**config.mk**
```make
export PLATFORM = sky130hd
export DESIGN_NAME = go_back_n_strided_read_sender_core
export DESIGN_NICKNAME = d
export VERILOG_FILES = /design/src/gbnsr_pkg.sv /design/src/gbnsr_ctrl.sv /design/src/go_back_n_strided_read_sender_core.sv
export SDC_FILE = /design/constraint.sdc
export NUM_CORES = 1
export LEC_CHECK = 0
export BUFFER_PORTS_ARGS = -buffer_cell sky130_fd_sc_hd__clkbuf_2
export CELL_PAD_IN_SITES_DETAIL_PLACEMENT = 1
export CELL_PAD_IN_SITES_GLOBAL_PLACEMENT = 2
export CORE_ASPECT_RATIO = 1.4
export CORE_MARGIN = 1.5
export CORE_UTILIZATION = 42
export CTS_CLUSTER_SIZE = 25
export DETAILED_ROUTE_END_ITERATION = 8
export GPL_ROUTABILITY_DRIVEN = 0
export GPL_TIMING_DRIVEN = 0
export PLACE_DENSITY = 0.85
export SETUP_SLACK_MARGIN = 0.4
export SYNTH_ARGS = -nofsm -noshare
export SYNTH_HDL_FRONTEND = slang
export SYNTH_SLANG_ARGS = --single-unit
```
**constraint.sdc**
```tcl
create_clock -name aclk -period 16.6 [get_ports aclk]
set_clock_uncertainty 0.1 [all_clocks]
set_input_delay 1.66 -clock aclk [delete_from_list [all_inputs] [get_ports aclk]]
set_output_delay 1.66 -clock aclk [all_outputs]
set_load 0.01 [all_outputs]
```
**src/gbnsr_pkg.sv**
```systemverilog
// Package: shared types and codes for the go-back-N strided read sender.
`timescale 1ns / 1ps

package gbnsr_pkg;

    // Event codes carried in the mode field
    localparam logic [2:0] MODE_START  = 3'd0;
    localparam logic [2:0] MODE_ACK    = 3'd1;
    localparam logic [2:0] MODE_SLOT   = 3'd2;
    localparam logic [2:0] MODE_TICK   = 3'd3;
    localparam logic [2:0] MODE_CANCEL = 3'd4;
    localparam logic [2:0] MODE_DISC   = 3'd5;

    // Result action codes
    localparam logic [2:0] ACT_ACCEPT = 3'd0;
    localparam logic [2:0] ACT_REFUSE = 3'd1;
    localparam logic [2:0] ACT_DATA   = 3'd2;
    localparam logic [2:0] ACT_END    = 3'd3;
    localparam logic [2:0] ACT_DONE   = 3'd4;
    localparam logic [2:0] ACT_ABORT  = 3'd5;

    // Configuration register indexes and reset values
    localparam int unsigned CFG_IDX_W   = 8;
    localparam int unsigned CFG_DATA_W  = 16;
    localparam logic [CFG_IDX_W-1:0] CFG_WINDOW  = 8'd0;
    localparam logic [CFG_IDX_W-1:0] CFG_TIMEOUT = 8'd1;
    localparam logic [7:0]  WINDOW_RESET  = 8'd8;
    localparam logic [15:0] TIMEOUT_RESET = 16'd200;

    // Input word
    typedef struct packed {
        logic [2:0]  mode;
        logic [31:0] start_frame;
        logic [31:0] stride_minus_one;
        logic [7:0]  ack_seq;
        logic        at_end;
        logic        storage_ok;
    } gbnsr_in_t;

    // Result word
    typedef struct packed {
        logic [2:0]  action;
        logic [7:0]  seq;
        logic [31:0] byte_pos;
    } gbnsr_out_t;

    // Input word after byte scaling, held in the input register
    typedef struct packed {
        logic [2:0]  mode;
        logic [31:0] start_pos;
        logic [31:0] stride_bytes;
        logic [7:0]  ack_seq;
        logic        at_end;
        logic        storage_ok;
    } gbnsr_item_t;

    // Result handed from the control logic to the output register
    typedef struct packed {
        logic       valid;
        gbnsr_out_t word;
    } gbnsr_res_t;

endpackage

```
**src/gbnsr_ctrl.sv**
```systemverilog
// Sender state and per-event update logic for the go-back-N strided read sender.
`timescale 1ns / 1ps

module gbnsr_ctrl
    import gbnsr_pkg::*;
(
    input  logic        aclk,
    input  logic        aresetn,
    input  logic        step_en,
    input  gbnsr_item_t item,
    input  logic [7:0]  window_frames,
    input  logic [15:0] timeout_ticks,
    output gbnsr_res_t  result
);

    logic        active_reg,         active_next;
    logic [31:0] next_send_reg,      next_send_next;
    logic [31:0] oldest_unacked_reg, oldest_unacked_next;
    logic [31:0] end_frame_reg,      end_frame_next;
    logic        end_known_reg,      end_known_next;
    logic [31:0] send_pos_reg,       send_pos_next;
    logic [31:0] ack_pos_reg,        ack_pos_next;
    logic [31:0] stride_bytes_reg,   stride_bytes_next;
    logic [15:0] ticks_left_reg,     ticks_left_next;

    logic [31:0] in_flight;
    logic [31:0] oldest_inc;
    logic [31:0] next_inc;

    assign in_flight  = next_send_reg - oldest_unacked_reg;
    assign oldest_inc = oldest_unacked_reg + 32'd1;
    assign next_inc   = next_send_reg + 32'd1;

    // Decode one event into the next state and an optional result
    always_comb begin
        active_next         = active_reg;
        next_send_next      = next_send_reg;
        oldest_unacked_next = oldest_unacked_reg;
        end_frame_next      = end_frame_reg;
        end_known_next      = end_known_reg;
        send_pos_next       = send_pos_reg;
        ack_pos_next        = ack_pos_reg;
        stride_bytes_next   = stride_bytes_reg;
        ticks_left_next     = ticks_left_reg;
        result              = '0;

        case (item.mode)
            MODE_START: begin
                if (!active_reg) begin
                    result.valid = 1'b1;
                    if (!item.storage_ok) begin
                        result.word.action = ACT_REFUSE;
                    end else begin
                        active_next         = 1'b1;
                        next_send_next      = '0;
                        oldest_unacked_next = '0;
                        end_frame_next      = '0;
                        end_known_next      = 1'b0;
                        ack_pos_next        = item.start_pos;
                        send_pos_next       = item.start_pos;
                        stride_bytes_next   = item.stride_bytes;
                        ticks_left_next     = timeout_ticks;
                        result.word.action   = ACT_ACCEPT;
                        result.word.byte_pos = item.start_pos;
                    end
                end
            end
            MODE_ACK: begin
                // Match acks in order against the oldest outstanding frame
                if (active_reg && oldest_unacked_reg != next_send_reg
                        && item.ack_seq == oldest_unacked_reg[7:0]) begin
                    oldest_unacked_next = oldest_inc;
                    ack_pos_next        = ack_pos_reg + stride_bytes_reg;
                    ticks_left_next     = timeout_ticks;
                    if (end_known_reg && oldest_inc == end_frame_reg) begin
                        active_next        = 1'b0;
                        result.valid       = 1'b1;
                        result.word.action = ACT_DONE;
                    end
                end
            end
            MODE_SLOT: begin
                // Send only while the window has room and the end frame is not out
                if (active_reg && in_flight < {24'd0, window_frames}
                        && !(end_known_reg && next_send_reg == end_frame_reg)) begin
                    result.valid = 1'b1;
                    if (item.at_end) begin
                        next_send_next       = next_inc;
                        send_pos_next        = send_pos_reg + stride_bytes_reg;
                        end_frame_next       = next_inc;
                        end_known_next       = 1'b1;
                        result.word.action   = ACT_END;
                        result.word.seq      = next_send_reg[7:0];
                        result.word.byte_pos = send_pos_reg;
                    end else if (!item.storage_ok) begin
                        active_next        = 1'b0;
                        result.word.action = ACT_ABORT;
                    end else begin
                        next_send_next       = next_inc;
                        send_pos_next        = send_pos_reg + stride_bytes_reg;
                        result.word.action   = ACT_DATA;
                        result.word.seq      = next_send_reg[7:0];
                        result.word.byte_pos = send_pos_reg;
                    end
                end
            end
            MODE_TICK: begin
                // Rewind to the oldest unacked frame on timeout, else count down
                if (active_reg) begin
                    if (ticks_left_reg <= 16'd1) begin
                        next_send_next  = oldest_unacked_reg;
                        send_pos_next   = ack_pos_reg;
                        ticks_left_next = timeout_ticks;
                    end else begin
                        ticks_left_next = ticks_left_reg - 16'd1;
                    end
                end
            end
            MODE_CANCEL, MODE_DISC: begin
                if (active_reg) begin
                    active_next        = 1'b0;
                    result.valid       = 1'b1;
                    result.word.action = ACT_ABORT;
                end
            end
            default: begin
            end
        endcase
    end

    // Advance state once per processed event
    always_ff @(posedge aclk) begin
        if (!aresetn) begin
            active_reg         <= 1'b0;
            next_send_reg      <= '0;
            oldest_unacked_reg <= '0;
            end_frame_reg      <= '0;
            end_known_reg      <= 1'b0;
            send_pos_reg       <= '0;
            ack_pos_reg        <= '0;
            stride_bytes_reg   <= '0;
            ticks_left_reg     <= '0;
        end else if (step_en) begin
            active_reg         <= active_next;
            next_send_reg      <= next_send_next;
            oldest_unacked_reg <= oldest_unacked_next;
            end_frame_reg      <= end_frame_next;
            end_known_reg      <= end_known_next;
            send_pos_reg       <= send_pos_next;
            ack_pos_reg        <= ack_pos_next;
            stride_bytes_reg   <= stride_bytes_next;
            ticks_left_reg     <= ticks_left_next;
        end
    end

endmodule

```
**src/go_back_n_strided_read_sender_core.sv**
```systemverilog
// Top level: go-back-N strided read sender with input and result registers.
// Data path: a word accepted on s_ is held in the input register; its result is then
// registered in the result register and offered on m_ (input reg, then result reg).
// Throughput: one input word per cycle while m_ready is high; a stalled result blocks
// new words only when the held word also gives a result. Silent words never wait on m_ready.
// Reset: aresetn low clears the sender state and both valid flags and restores
// window_frames to 8 and timeout_ticks to 200.
`timescale 1ns / 1ps

module go_back_n_strided_read_sender_core
    import gbnsr_pkg::*;
#(
    parameter int unsigned FRAME_BYTES = 242
)
(
    input  logic                  aclk,
    input  logic                  aresetn,
    input  logic                  s_valid,
    output logic                  s_ready,
    input  gbnsr_in_t             s_word,
    output logic                  m_valid,
    input  logic                  m_ready,
    output gbnsr_out_t            m_word,
    input  logic                  cfg_valid,
    output logic                  cfg_ready,
    input  logic [CFG_IDX_W-1:0]  cfg_index,
    input  logic [CFG_DATA_W-1:0] cfg_data
);

    localparam logic [31:0] FRAME_BYTES_W = 32'(FRAME_BYTES);

    logic        in_valid_reg;
    gbnsr_item_t in_item_reg;
    gbnsr_item_t in_item_next;
    logic        m_valid_reg;
    gbnsr_out_t  m_word_reg;
    logic [7:0]  window_frames_reg;
    logic [15:0] timeout_ticks_reg;
    gbnsr_res_t  result;
    logic        advance;
    logic        s_fire;

    // Retire the held word when its result, if any, has a place to go
    assign advance = in_valid_reg && (!result.valid || !m_valid_reg || m_ready);
    assign s_ready = !in_valid_reg || advance;
    assign s_fire  = s_valid && s_ready;

    // Scale frame counts to byte positions on the way in
    always_comb begin
        in_item_next.mode         = s_word.mode;
        in_item_next.start_pos    = s_word.start_frame * FRAME_BYTES_W;
        in_item_next.stride_bytes = s_word.stride_minus_one * FRAME_BYTES_W + FRAME_BYTES_W;
        in_item_next.ack_seq      = s_word.ack_seq;
        in_item_next.at_end       = s_word.at_end;
        in_item_next.storage_ok   = s_word.storage_ok;
    end

    // Input register
    always_ff @(posedge aclk) begin
        if (!aresetn) begin
            in_valid_reg <= 1'b0;
        end else if (s_fire) begin
            in_valid_reg <= 1'b1;
        end else if (advance) begin
            in_valid_reg <= 1'b0;
        end
        if (s_fire) begin
            in_item_reg <= in_item_next;
        end
    end

    gbnsr_ctrl u_ctrl (
        .aclk          (aclk),
        .aresetn       (aresetn),
        .step_en       (advance),
        .item          (in_item_reg),
        .window_frames (window_frames_reg),
        .timeout_ticks (timeout_ticks_reg),
        .result        (result)
    );

    // Result register
    always_ff @(posedge aclk) begin
        if (!aresetn) begin
            m_valid_reg <= 1'b0;
        end else if (advance && result.valid) begin
            m_valid_reg <= 1'b1;
        end else if (m_ready) begin
            m_valid_reg <= 1'b0;
        end
        if (advance && result.valid) begin
            m_word_reg <= result.word;
        end
    end

    assign m_valid = m_valid_reg;
    assign m_word  = m_word_reg;

    // Configuration registers; writes beyond the list are dropped
    assign cfg_ready = 1'b1;

    always_ff @(posedge aclk) begin
        if (!aresetn) begin
            window_frames_reg <= WINDOW_RESET;
            timeout_ticks_reg <= TIMEOUT_RESET;
        end else if (cfg_valid) begin
            case (cfg_index)
                CFG_WINDOW:  window_frames_reg <= cfg_data[7:0];
                CFG_TIMEOUT: timeout_ticks_reg <= cfg_data[15:0];
                default: begin
                end
            endcase
        end
    end

endmodule

```
# Word-level counts from Yosys, hierarchy flattened
# Cells that the tools add are included.
# op_classes
addsub	7
n_mul	2
n_lt_le_gt_ge	2
eq_ne	21
n_mux	59
bitwise	1
reduce_logical	35
# ops
op	n
two-way mux 32 bit	20
case mux 32 bit (2 select lines)	4
case mux 32 bit (3 select lines)	2
two-way mux 16 bit	5
adder 32 x 1 -> 32 bit (second input constant)	2
adder 32 bit	2
equality test 32 bit	2
multiplier 32 x 7 -> 31 bit (second input constant)	2
case mux 16 bit (3 select lines)	1
two-way mux 44 bit	1
two-way mux 43 bit	1
two-way mux 40 bit	1
adder 32 x 8 -> 32 bit (second input constant)	1
< comparator 32 x 8 -> 1 bit	1
inequality test 32 bit	1
subtractor 32 bit	1
less-or-equal comparator 16 x 1 -> 1 bit (second input constant)	1
two-way mux 1 bit	16
two-way mux 4 bit	4
case mux 4 bit (4 select lines)	1
subtractor 16 x 1 -> 16 bit (second input constant)	1
AND reduction 6 bit	2
inequality test 2 x 1 -> 1 bit (second input constant)	5
inequality test 2 bit (second input constant)	5
24 further kinds	45
# totals
ff_bits	355
in_bits	106
output_inout_bits	46
word_cells	149

# Longest topological paths before layout
# Gate-level depths: netlist of run 1.
# logic_depth
ltp_word	13
mapped_depth	24
ltp_nobuf	21

# Modules after synthesis
# Synthesis of run 1 repeated with hierarchy kept, for this count alone.
# unflattened
cells_unflattened	3769
hier_area_um2	31292.5
# modules_own_cells
module	instances	cells_each	area_per_inst_um2	seq_area_each_um2
gbnsr_ctrl	1	2596	18564.1	4204.0
go_back_n_strided_read_sender_core	1	1173	12728.5	4063.9

# Least setup slack after synthesis of run 1
# Ideal clock, no wire load.
# synth_path
kind	input port to flip-flop
start	input s_word[10] (netlist bit)
end	register in_item_reg[36] (netlist bit), data pin
setup_time_ns	0.262
arrival_time_ns	6.545
t_required_ns	16.238
slack_ns	9.693
path_stages	21
n_path_buf	0
path_cell_list	fa_1 -> inv_1 -> fa_1 -> inv_1 -> ha_1 -> inv_1 -> fa_1 -> inv_1 -> ha_1 -> nor2b_1 -> o31a_1 -> o41a_1 -> a21oi_1 -> o21ai_0 -> xor2_1 -> nand3_1 -> or2_2 -> or4_1 -> nor3_1 -> nand2_1 -> xnor2_1
# synth_lines
element	line_no	source
start: declaration	go_back_n_strided_read_sender_core.sv:20	input gbnsr_in_t s_word,
end signal: assignment	go_back_n_strided_read_sender_core.sv:68	in_item_reg <= in_item_next;
end: declaration	go_back_n_strided_read_sender_core.sv:33	gbnsr_item_t in_item_reg;

# Worst setup path in the final report of run 1
# layout_path
start	register u_ctrl.next_send_reg[0]
end	output s_ready
# layout_via
elab_chain_cells	11
word_cells_on_any_way	18
cone_classes	1 x add/sub; 1 x order compare; 2 x eq/ne; 3 x mux; 11 x reduce/logical
# layout_lines
element	line_no	source
start: declaration	gbnsr_ctrl.sv:17	logic [31:0] next_send_reg, next_send_next;
start signal: assignment	gbnsr_ctrl.sv:145	next_send_reg <= next_send_next;
subtractor 32 bit / equality test 32 bit (equally long branches)	gbnsr_ctrl.sv:30, gbnsr_ctrl.sv:85	
< comparator 32 x 8 -> 1 bit / logical AND 1 bit (equally long branches)	gbnsr_ctrl.sv:84, gbnsr_ctrl.sv:85	
logical AND 1 bit / logical NOT 1 bit (equally long branches)	gbnsr_ctrl.sv:84, gbnsr_ctrl.sv:85	
logical AND 1 bit	gbnsr_ctrl.sv:85	&& !(end_known_reg && next_send_reg == end_frame_reg)) begin
two-way mux 44 bit	gbnsr_ctrl.sv:84	if (active_reg && in_flight < {24'd0, window_frames}
case mux 4 bit (4 select lines) (*)	gbnsr_ctrl.sv:47	case (item.mode)
logical NOT 1 bit (*)	go_back_n_strided_read_sender_core.sv:44	assign advance = in_valid_reg && (!result.valid || !m_valid_reg || m_ready);
logical OR 1 bit (*) (2 in a row)	go_back_n_strided_read_sender_core.sv:44	
logical AND 1 bit (*)	go_back_n_strided_read_sender_core.sv:44	
logical OR 1 bit (*)	go_back_n_strided_read_sender_core.sv:45	assign s_ready = !in_valid_reg || advance;
end: declaration	go_back_n_strided_read_sender_core.sv:19	output logic s_ready,
# Every way passes the cells marked *; elsewhere a longest branch is shown, timed or not.

==> results of run 1 <==
==> power by group through the flow <==
stage	Combinational (W)	Clock (W)	Sequential [W]
after floorplan	0.00127	0	0.00110
after global placement	0.00161	0	0.00114
after detailed placement	0.00168	0	0.00114
after CTS	0.00170	0.000973	0.00112
after global routing	0.00191	0.00100	0.00113
final	0.00167	0.000959	0.00112
==> worst paths after layout <==
kind,startpoint,to,slack (ps),cells past startpoint
setup / recovery,u_ctrl.next_send_reg[0],s_ready,7310,20
hold / removal,u_ctrl.send_pos_reg[0],u_ctrl.send_pos_reg[0],330,2
setup reg to reg,u_ctrl.next_send_reg[0],m_word[6],8560,21
hold reg to reg,u_ctrl.send_pos_reg[0],u_ctrl.send_pos_reg[0],330,2
==> metal layers <==
metal  track usage  wire length, um  vias to the layer above
li1              -                -                    12700
met1         0.314            40700                    13600
met2         0.565            57100                      838
met3        0.0395             4890                      424
met4         0.259            11100                        2
met5             0               10                        -
==> stage by stage <==
stage	hold WS [ps]	util	power, W	std cells
floorplan	308	-	0.00238	3497
global placement	323	0.452	0.00275	4581
detailed placement	325	0.453	0.00282	4584
CTS	335	0.472	0.00379	4654
global route	354	0.472	0.00404	4654
finish	334	0.472	0.00375	4654
==> worst max-delay path, cell delays in order (launching register included) <==
cell	delay, ps
dfxtp_1	540
inv_1	360
ha_1	330
fa_1	430
nand2b_1	210
a211oi_1	390
nor2_1	100
xnor2_1	520
ha_1	380
a21oi_1	140
o21ai_0	110
nand2_1	150
o2111ai_1	160
nor4b_1	360
o211ai_1	140
nor4_1	730
nand4b_1	260
nor4_1	830
o21ai_0	260
or2_2	380
clkbuf_2	140
==> cell families (layout without fill, tap and decap cells) <==
| group | Yosys count | in the layout | synth area share |
|---|---|---|---|
| adder cells (fa/ha/maj) | 364 | 364 | 0.190 |
| multiplexers | 84 | 84 | 0.0283 |
| flip-flops | 352 | 352 | 0.276 |
| AND/OR/NAND/NOR | 1066 | 1066 | 0.174 |
| other | 1 | 1 | 0.000126 |
| XOR/XNOR | 265 | 265 | 0.0779 |
| buffers and inverters | 524 | 745 | 0.0699 |
| AO/OA/AOI/OAI | 841 | 841 | 0.184 |
==> cell usage in the layout, fill, tap and decap left out, types with 39 or more instances in the layout <==
| master | n |
|---|---|
| clkbuf_2 | 148 |
| edfxtp_1 | 118 |
| xor2_1 | 89 |
| mux2i_1 | 83 |
| o211ai_1 | 64 |
| a21o_1 | 47 |
| clkbuf_16 | 39 |
| xnor2_1 | 176 |
| inv_1 | 355 |
| o21ai_0 | 129 |
| a21oi_1 | 288 |
| ha_1 | 215 |
| a211oi_1 | 52 |
| nor2_1 | 262 |
| nand3_1 | 110 |
| dfxtp_1 | 234 |
| nand2b_1 | 41 |
| clkbuf_1 | 126 |
| fa_1 | 149 |
| nor3_1 | 94 |
| nand4_1 | 52 |
| nand2_1 | 316 |
==> cell type report <==
| class | instances | area [um2] |
|---|---|---|
| tap | 936 | 1170 |
| clock inverter | 23 | 349 |
| multi-input combinational | 2621 | 19500 |
| clock buffer | 47 | 1010 |
| timing repair buffer | 151 | 823 |
| sequential | 352 | 8230 |
| buffer | 168 | 746 |
| fill | 8535 | 37000 |
| inverter | 356 | 1340 |
==> synth_stat cells, types with 52 or more instances <==
master / number / area, um2
ha_1: 215 / 2690
clkbuf_1: 118 / 443
nand4_1: 52 / 325
nand3_1: 110 / 551
xnor2_1: 176 / 1540
nor3_1: 94 / 470
o211ai_1: 64 / 480
inv_1: 355 / 1330
xor2_1: 89 / 780
dfxtp_1: 234 / 4680
edfxtp_1: 118 / 3540
nand2_1: 316 / 1190
nor2_1: 262 / 983
fa_1: 149 / 2980
a21oi_1: 288 / 1440
mux2i_1: 83 / 831
a211oi_1: 52 / 390
o21ai_0: 129 / 646
==> results by group, run 1 <==
Clock tree
  – Clk root buf: clkbuf_16
  – PostCTS Resize Cnt: 0
  – Htree depth: 2
  – CTS Buffer Depth: 3
  – Hold_buf cts: 0
  – Clock sinks: 352
  – Post-CTS Setup Repair Bufs: 0
  – Clock transition at path regs: 70 ps
  – CTS buffer count: 38
  – CTS tree: built
  – Clk Latency, worst-skew pair: 600 ps

Finish
  – ANT cells: 0
  – Largest register FFs: 75
  – Area growth, synth to finish: 11.3%
  – Finished layout cell area: 0.0332 mm2
  – NumNets Final: 4158
  – Layout cells sized above 1: 0.0812

Global route
  – Largest net degree at the start of global routing: 71
  – Gr ovfl total: 0
  – First-pass GRT wire length: 173000 um
  – Vias in the first global route: 29.6k
  – All-layer global routing usage: 0.310
  – Initial antenna violation count: 1

Synthesis
  – Number of synthesized register bits: 352
  – Mapped Area: 0.0298 mm2
  – Yosys Warn Count: 0
  – Syn_area_per_cell: 8.52 um2
  – Post-synthesis cell count: 3497
  – Main synth FF type: dfxtp_1
  – Number of enable flip-flop cells after synthesis: 118
  – Synth unique cells: 91
  – Synth async-reset ratio: 0
  – Seq/Total Area, Yosys: 0.276
  – Syn_nets: 3967

Routing
  – Via count: 27.5k
  – WL per Instance: 24.4 um
  – Initial DRC Count: 1448
  – Final wirelength: 114000 um
  – Vias per cell: 5.92
  – First-pass iteration count of the detailed router: 5
  – Antenna Nets Post-Route: 0
  – Remaining DRCs: 0

Timing
  – Slew Limit Headroom: 0.105
  – Actual slew at the worst max-slew pin: 1340 ps
  – Pins Over Slew Limit: 0
  – Hold Violations, Final: 0
  – Final cycle utilization of the critical path: 0.560
  – Final critical-path required period: 9290 ps
  – Setup slack after layout: 7310 ps
  – Final TNS setup: 0 ps
  – RSZ-0062 raised after global routing: false
  – Max Fclk: 108 MHz
  – Final Setup Violations: 0

Pwr
  – Switch share: 0.384
  – Internal: 0.00231 W
  – P per Cell Area: 113 mW/mm2
  – Clock network fraction of total power: 0.256
  – Pleak: 13.8 nW
  – Combinational share of power: 0.446
  – Maximum VDD drop: 0.0669 mV
  – Psw: 0.00144 W
  – Register share of total power: 0.298

Critical path
  – Critical path class: reg2out
  – Crit path arrival time: 7530 ps
  – Critical path peak fanout: 7
  – Crit end category: primary output
  – Critical path required time: 14840 ps
  – Startpoint class of the critical path: flop

Place
  – Cell Area, Placed: 0.0318 mm2
  – HPWL Detailed: 91700 um
  – Pre-CTS setup slack: 8120 ps
  – Port Buf Inserts: 148

Run status
  – Status: finished, final reports clean

Floorplanning
  – Full die area: 0.0726 mm2
  – Floorplan row count: 115
  – Die Wd: 228 um
  – Height of the die: 318 um
  – I/O pin cnt: 152
  – Core area: 0.0702 mm2
  – Initial Util: 0.424

Hold path
  – Hold Crit Class: reg2reg

Run
  – Max Cap Violations: 0
Note: power is estimated with default switching activity, not from simulation.
==> run 2, diff against run 1 <==
- CORE_UTILIZATION: 42 -> 35
- PLACE_DENSITY: 0.85 -> 0.75
- clock period: 16.6 -> 7.9 ns (I/O delays scaled with it)
==> run 2 against run 1 <==
Total power increased by 110%. Sequential share of layout area shrank 0.17 points. Combinational power increased by 110%. Critical path depth rose by 1. First-iteration DRC count is 20% lower. Die area grew 20%. Hold slack got worse by 49 ps. Sequential power rose by 110%.
==> results by group, run 2 (synthesis results as in run 1) <==
Run status
  – Status: finished, final reports clean

Floorplanning
  – Core area: 0.0843 mm2 (+20%)
  – Full die area: 0.0869 mm2 (+20%)
  – Height of the die: 348 um (+9.5%)
  – Floorplan row count: 126 (+9.6%)
  – Die Wd: 250 um (+9.4%)
  – Initial Util: 0.353 (-0.0711)
  – I/O pin cnt: 152 (unchanged)

Place
  – Pre-CTS setup slack: -235 ps (-8360 ps)
  – Port Buf Inserts: 148 (unchanged)
  – Cell Area, Placed: 0.0320 mm2 (+0.57%)
  – HPWL Detailed: 92200 um (+0.58%)

Critical path
  – Critical path peak fanout: 10 (+3)
  – R2r setup slk: 580 ps (-7980 ps)
  – Critical path required time: 8200 ps (-6640 ps)
  – Reg2reg end: m_word[6]
  – Reg2reg start: u_ctrl.next_send_reg[0]
  – Critical path class: reg2reg
  – Crit end category: flop
  – Crit path arrival time: 7620 ps (+90 ps)
  – Worst r2r path cells: 21 (unchanged)
  – Startpoint class of the critical path: flop

Hold path
  – Worst Hold Depth: 1 (-1)
  – Hold Crit Class: in2reg
  – HP Start: s_word[76]
  – WHS Endpoint: in_item_reg[76]

Timing
  – Slew Limit Headroom: 0.141 (+0.0363)
  – Setup slack after layout: 579 ps (-6730 ps)
  – Final critical-path required period: 7320 ps
  – RSZ-0062 raised after global routing: true
  – Final cycle utilization of the critical path: 0.927
  – Max Fclk: 137 MHz
  – Final TNS setup: 0 ps (unchanged)
  – Hold Violations, Final: 0 (unchanged)
  – Pins Over Slew Limit: 0 (unchanged)
  – Final Setup Violations: 0 (unchanged)
  – Actual slew at the worst max-slew pin: 1290 ps (-54.5 ps)
  – Worst hold margin: 284 ps (-49.4 ps)

Routing
  – WL per Instance: 23.5 um (-3.8%)
  – First-pass iteration count of the detailed router: 7 (+2)
  – Final wirelength: 113000 um (-0.59%)
  – Initial DRC Count: 1165 (-20%)
  – Antenna Nets Post-Route: 0 (unchanged)
  – Vias per cell: 5.55 (-6.2%)
  – Remaining DRCs: 0 (unchanged)
  – Via count: 26.7k (-3.1%)

Pwr
  – Pleak: 13.9 nW (+0.28%)
  – Maximum VDD drop: 0.138 mV (+110%)
  – P per Cell Area: 235 mW/mm2 (+110%)

Finish
  – NumNets Final: 4162 (+0.096%)
  – Most frequent cells in the layout: 355 x inv_1, 316 x nand2_1, 288 x a21oi_1, 261 x nor2_1, 234 x dfxtp_1
  – Layout cells sized above 1: 0.0830 (+0.00182)
  – Finished layout cell area: 0.0334 mm2 (+0.68%)
  – Area growth, synth to finish: 12.1%
  – ANT cells: 0 (unchanged)
  – Most common cell after layout, fill and taps aside: inv_1
  – Largest register FFs: 75 (unchanged)

Clock tree
  – CTS buffer count: 40 (+5.3%)
  – CTS Buffer Depth: 3 (unchanged)
  – CTS tree: built
  – Hold_buf cts: 0 (unchanged)
  – Clock sinks: 352 (unchanged)
  – Clk Latency, worst-skew pair: 590 ps (about the same)
  – Htree depth: 2 (unchanged)
  – Clk root buf: clkbuf_16
  – Clock transition at path regs: 70 ps (about the same)

Global route
  – Gr ovfl total: 0 (unchanged)
  – Initial antenna violation count: 0 (-1)
  – Largest net degree at the start of global routing: 68 (-4.2%)
  – All-layer global routing usage: 0.258 (-0.0525)
  – Vias in the first global route: 27.9k (-5.8%)
  – First-pass GRT wire length: 170000 um (-1.7%)

Run
  – Max Cap Violations: 0 (unchanged)
==> run 2: timing repair <==
item                       in CTS  in global routing
cloned                          0                  0
setup endpoints to repair      40                  2
pin swaps                       0                  1
buffers inserted                0                  2
resized for setup               4                  1
==> run 2: layout make-up <==
type | instances | area, um2
plain buffers | 168 | 746
multi-input cells | 2621 | 19600
fillers | 10100 | 50900
flip-flops and latches | 352 | 8230
clock buffers | 59 | 1160
repair buffers | 153 | 823
well taps | 1088 | 1360
inverters | 356 | 1340
clock inverters | 12 | 189
==> run 2: power breakdown <==
| part | switching (W) | internal (W) |
|---|---|---|
| registers | 0.000146 | 0.00221 |
| logic | 0.00202 | 0.00146 |
| clock network | 0.000843 | 0.00118 |
| total | 0.00301 | 0.00485 |
==> run 2: critical path, cell delays in order, from the launching register on <==
cell       delay (ps)
dfxtp_1           540
inv_1             260
ha_1              340
fa_1              480
nand2b_1          220
a211oi_1          390
nor2_1            130
xnor2_2           320
ha_1              330
a21oi_1           120
o21ai_0            90
nand2_1           140
o2111ai_1         170
nor4b_1           390
o211ai_1          160
nor4_2            410
nand4b_1          250
or3_1             370
buf_2             200
nor3_2            690
clkbuf_1          660
a22o_1            350
==> run 2: how the worst max path moves through the flow <==
stage / from / end / slack, ps / cells past startpoint
CTS: u_ctrl.next_send_reg[0] / s_ready / 430 / 20
global route: u_ctrl.next_send_reg[0] / s_ready / 390 / 21
detailed placement: u_ctrl.next_send_reg[0] / m_word[6] / -230 / 21
finish: u_ctrl.next_send_reg[0] / m_word[6] / 580 / 21
global placement: u_ctrl.next_send_reg[0] / m_word[39] / -3230 / 19
floorplan: u_ctrl.next_send_reg[0] / m_word[0] / 1600 / 19
==> run 2: layer usage <==
| layer | vias up | share of wire | track usage |
|---|---|---|---|
| li1 | 12700 | - | - |
| met2 | 529 | 0.52 | 0.482 |
| met4 | 0 | 0.071 | 0.166 |
| met3 | 247 | 0.027 | 0.0231 |
| met5 | - | 0 | 0 |
| met1 | 13200 | 0.39 | 0.277 |
==> run 2: through the flow <==
| stage | std cells | total power, W | utilization |
|---|---|---|---|
| after floorplan | 3497 | 0.00499 | - |
| after global placement | 4733 | 0.00586 | 0.378 |
| after detailed placement | 4736 | 0.00592 | 0.379 |
| after CTS | 4807 | 0.00798 | 0.396 |
| after global routing | 4809 | 0.00847 | 0.396 |
| final | 4809 | 0.00786 | 0.396 |
==> run 3, diff against run 2 <==
- PLACE_DENSITY: 0.75 -> 0.87
==> run 3 against run 2 <==
Die area unchanged. Wire length decreased by 0.59%. First-iteration DRC count increased by 19%. Sequential cell count unchanged. Final cell count increased by 0.12%. Cell area about the same. Sequential power about the same. Register-to-register slack about the same. Core utilization about the same. Sequential share of layout area about the same. Hold slack got worse by 7.2 ps. Critical path type is now reg2out. Critical endpoint is now s_ready. Largest cell class unchanged. Largest power group unchanged.
==> results by group, run 3 (synthesis results as in run 1) <==
Timing
  – Actual slew at the worst max-slew pin: 1250 ps (-35.5 ps)
  – Final Setup Violations: 0 (unchanged)
  – Pins Over Slew Limit: 0 (unchanged)
  – Hold Violations, Final: 0 (unchanged)
  – Max Fclk: 137 MHz (about the same)
  – Slew Limit Headroom: 0.162 (+0.0206)
  – Setup slack after layout: 586 ps (+6.53 ps)
  – Final cycle utilization of the critical path: 0.926 (about the same)
  – RSZ-0062 raised after global routing: false
  – Final critical-path required period: 7310 ps (-6.53 ps)
  – Worst hold margin: 277 ps (-7.20 ps)

Pwr
  – Internal: 0.00480 W (-1.1%)
  – Combinational share of power: 0.449 (+0.007)
  – Psw: 0.00301 W (about the same)
  – Switch share: 0.386 (+0.00268)
  – Clock network fraction of total power: 0.249 (-0.009)
  – P per Cell Area: 234 mW/mm2 (-0.68%)
  – Pleak: 13.9 nW (about the same)
  – Register share of total power: 0.302 (+0.002)
  – Maximum VDD drop: 0.134 mV (-3.4%)

Critical path
  – Critical path peak fanout: 7 (-3)
  – CP max stage cell: dfxtp_1
  – Worst r2r path cells: 21 (unchanged)
  – Levels on crit path: 21 (unchanged)
  – Critical path's top delay family: simple AND/OR/NAND/NOR gates
  – R2r setup slk: 590 ps (about the same)
  – Critical Path Max Stage Delay: 580 ps (-110 ps)
  – Crit end category: primary output
  – Startpoint class of the critical path: flop
  – Crit path buffers/inverters: 3 (unchanged)
  – Reg2reg end: m_word[2]
  – Crit path arrival time: 6420 ps (-1200 ps)
  – CP Capture Point: s_ready
  – Critical path required time: 7010 ps (-1190 ps)
  – Critical Path, Cell by Cell: clkinvlp_4 > ha_1 > fa_1 > nand2b_1 > a211oi_1 > nor2_1 > xnor2_2 > ha_1 > a21oi_1 > o21ai_0 > nand2_1 > o2111ai_1 > nor4b_1 > o211ai_1 > nor4_4 > nand4b_1 > nor4_4 > buf_4 > o21ai_0 > or2_2 > clkbuf_2
  – Critical path class: reg2out
  – Reg2reg start: u_ctrl.next_send_reg[0]
  – Crit. Startpoint: u_ctrl.next_send_reg[0]

Clock tree
  – Clk root buf: clkbuf_16
  – CTS buffer count: 41 (+2.5%)
  – CTS tree: built
  – Clk Latency, worst-skew pair: 600 ps (about the same)
  – CTS Buffer Depth: 3 (unchanged)
  – Htree depth: 2 (unchanged)
  – Clock sinks: 352 (unchanged)
  – Clock transition at path regs: 60 ps (about the same)

Floorplanning
  – Floorplan row count: 126 (unchanged)
  – Initial Util: 0.353 (unchanged)
  – I/O pin cnt: 152 (unchanged)
  – Full die area: 0.0869 mm2 (unchanged)
  – Height of the die: 348 um (unchanged)
  – Core area: 0.0843 mm2 (unchanged)
  – Die Wd: 250 um (unchanged)

Routing
  – WL per Instance: 23.3 um (-0.72%)
  – Via count: 27.3k (+2.5%)
  – Initial DRC Count: 1388 (+19%)
  – Final wirelength: 112000 um (-0.59%)
  – Remaining DRCs: 0 (unchanged)
  – Antenna Nets Post-Route: 0 (unchanged)
  – First-pass iteration count of the detailed router: 5 (-2)
  – Vias per cell: 5.68 (+2.3%)

Global route
  – First-pass GRT wire length: 172000 um (+1.2%)
  – Gr ovfl total: 0 (unchanged)
  – Vias in the first global route: 29.2k (+4.9%)
  – Largest net degree at the start of global routing: 69 (+1.5%)
  – Initial antenna violation count: 1 (+1)
  – All-layer global routing usage: 0.258 (about the same)

Finish
  – Most frequent cells in the layout: 354 x inv_1, 316 x nand2_1, 288 x a21oi_1, 262 x nor2_1, 234 x dfxtp_1
  – Most common cell after layout, fill and taps aside: inv_1
  – Largest register FFs: 75 (unchanged)
  – NumNets Final: 4164 (+0.048%)
  – Layout cells sized above 1: 0.0832 (+0.000157)
  – Post-layout utilization of the core: 0.396 (about the same)
  – Area growth, synth to finish: 12.0% (about the same)

Run status
  – Status: finished, final reports clean

Place
  – Pre-CTS setup slack: -56.7 ps (+178 ps)
  – Port Buf Inserts: 148 (unchanged)
  – HPWL Detailed: 89900 um (-2.5%)

Hold path
  – Hold Crit Class: in2reg

Run
  – Max Cap Violations: 0 (unchanged)
==> run 3: what timing repair did <==
item / 4_1_cts / 5_1_grt
resized for setup: 5 / 2
endpoints found under the hold margin: 0 / 0
hold buffers: 0 / 0
endpoints found under the setup margin: 100 / 14
pin swaps: 0 / 1
setup buffers: 0 / 3
==> run 3: through the flow <==
step,cell area (um2),cells,setup TNS (ps),power (W)
floorplan,29800,3497,0,0.00499
global placement,31900,4733,-196410,0.00582
detailed placement,32000,4736,-291,0.00593
CTS,33400,4811,0,0.00789
global route,33400,4814,0,0.00841
finish,33400,4815,0,0.00781
==> run 3: cell type report <==
cell class,count,area (um2)
buffer,168,746
clock inverter,16,160
inverter,356,1340
sequential,352,8230
clock buffer,59,1160
fill,10100,51000
multi-input combinational,2621,19600
antenna,1,2.50
timing repair buffer,154,831
tap,1088,1360
==> run 3: power groups by stage <==
| stage | logic (W) | clock network (W) | registers (W) |
|---|---|---|---|
| 2_1_floorplan | 0.00267 | 0 | 0.00232 |
| 3_3_place_gp | 0.00343 | 0 | 0.00239 |
| 3_5_place_dp | 0.00354 | 0 | 0.00239 |
| 4_1_cts | 0.00357 | 0.00197 | 0.00235 |
| 5_1_grt | 0.00401 | 0.00203 | 0.00237 |
| 6_report | 0.00351 | 0.00195 | 0.00236 |
==> run 3: metal layers <==
layer	vias to the layer above	share of wire	GRT usage
li1	12700	-	-
met1	13600	0.37	0.270
met2	749	0.51	0.469
met3	346	0.040	0.0315
met4	2	0.085	0.196
met5	-	0.00012	0
==> run 3: how the worst min path moves through the flow <==
stage	start	end	cells after the start
finish	s_word[4]	in_item_reg[4]	1
global route	s_word[5]	in_item_reg[5]	1
CTS	s_word[4]	in_item_reg[4]	1
detailed placement	u_ctrl.send_pos_reg[0]	u_ctrl.send_pos_reg[0]	2
global placement	u_ctrl.send_pos_reg[0]	u_ctrl.send_pos_reg[0]	2
floorplan	u_ctrl.send_pos_reg[0]	u_ctrl.send_pos_reg[0]	2
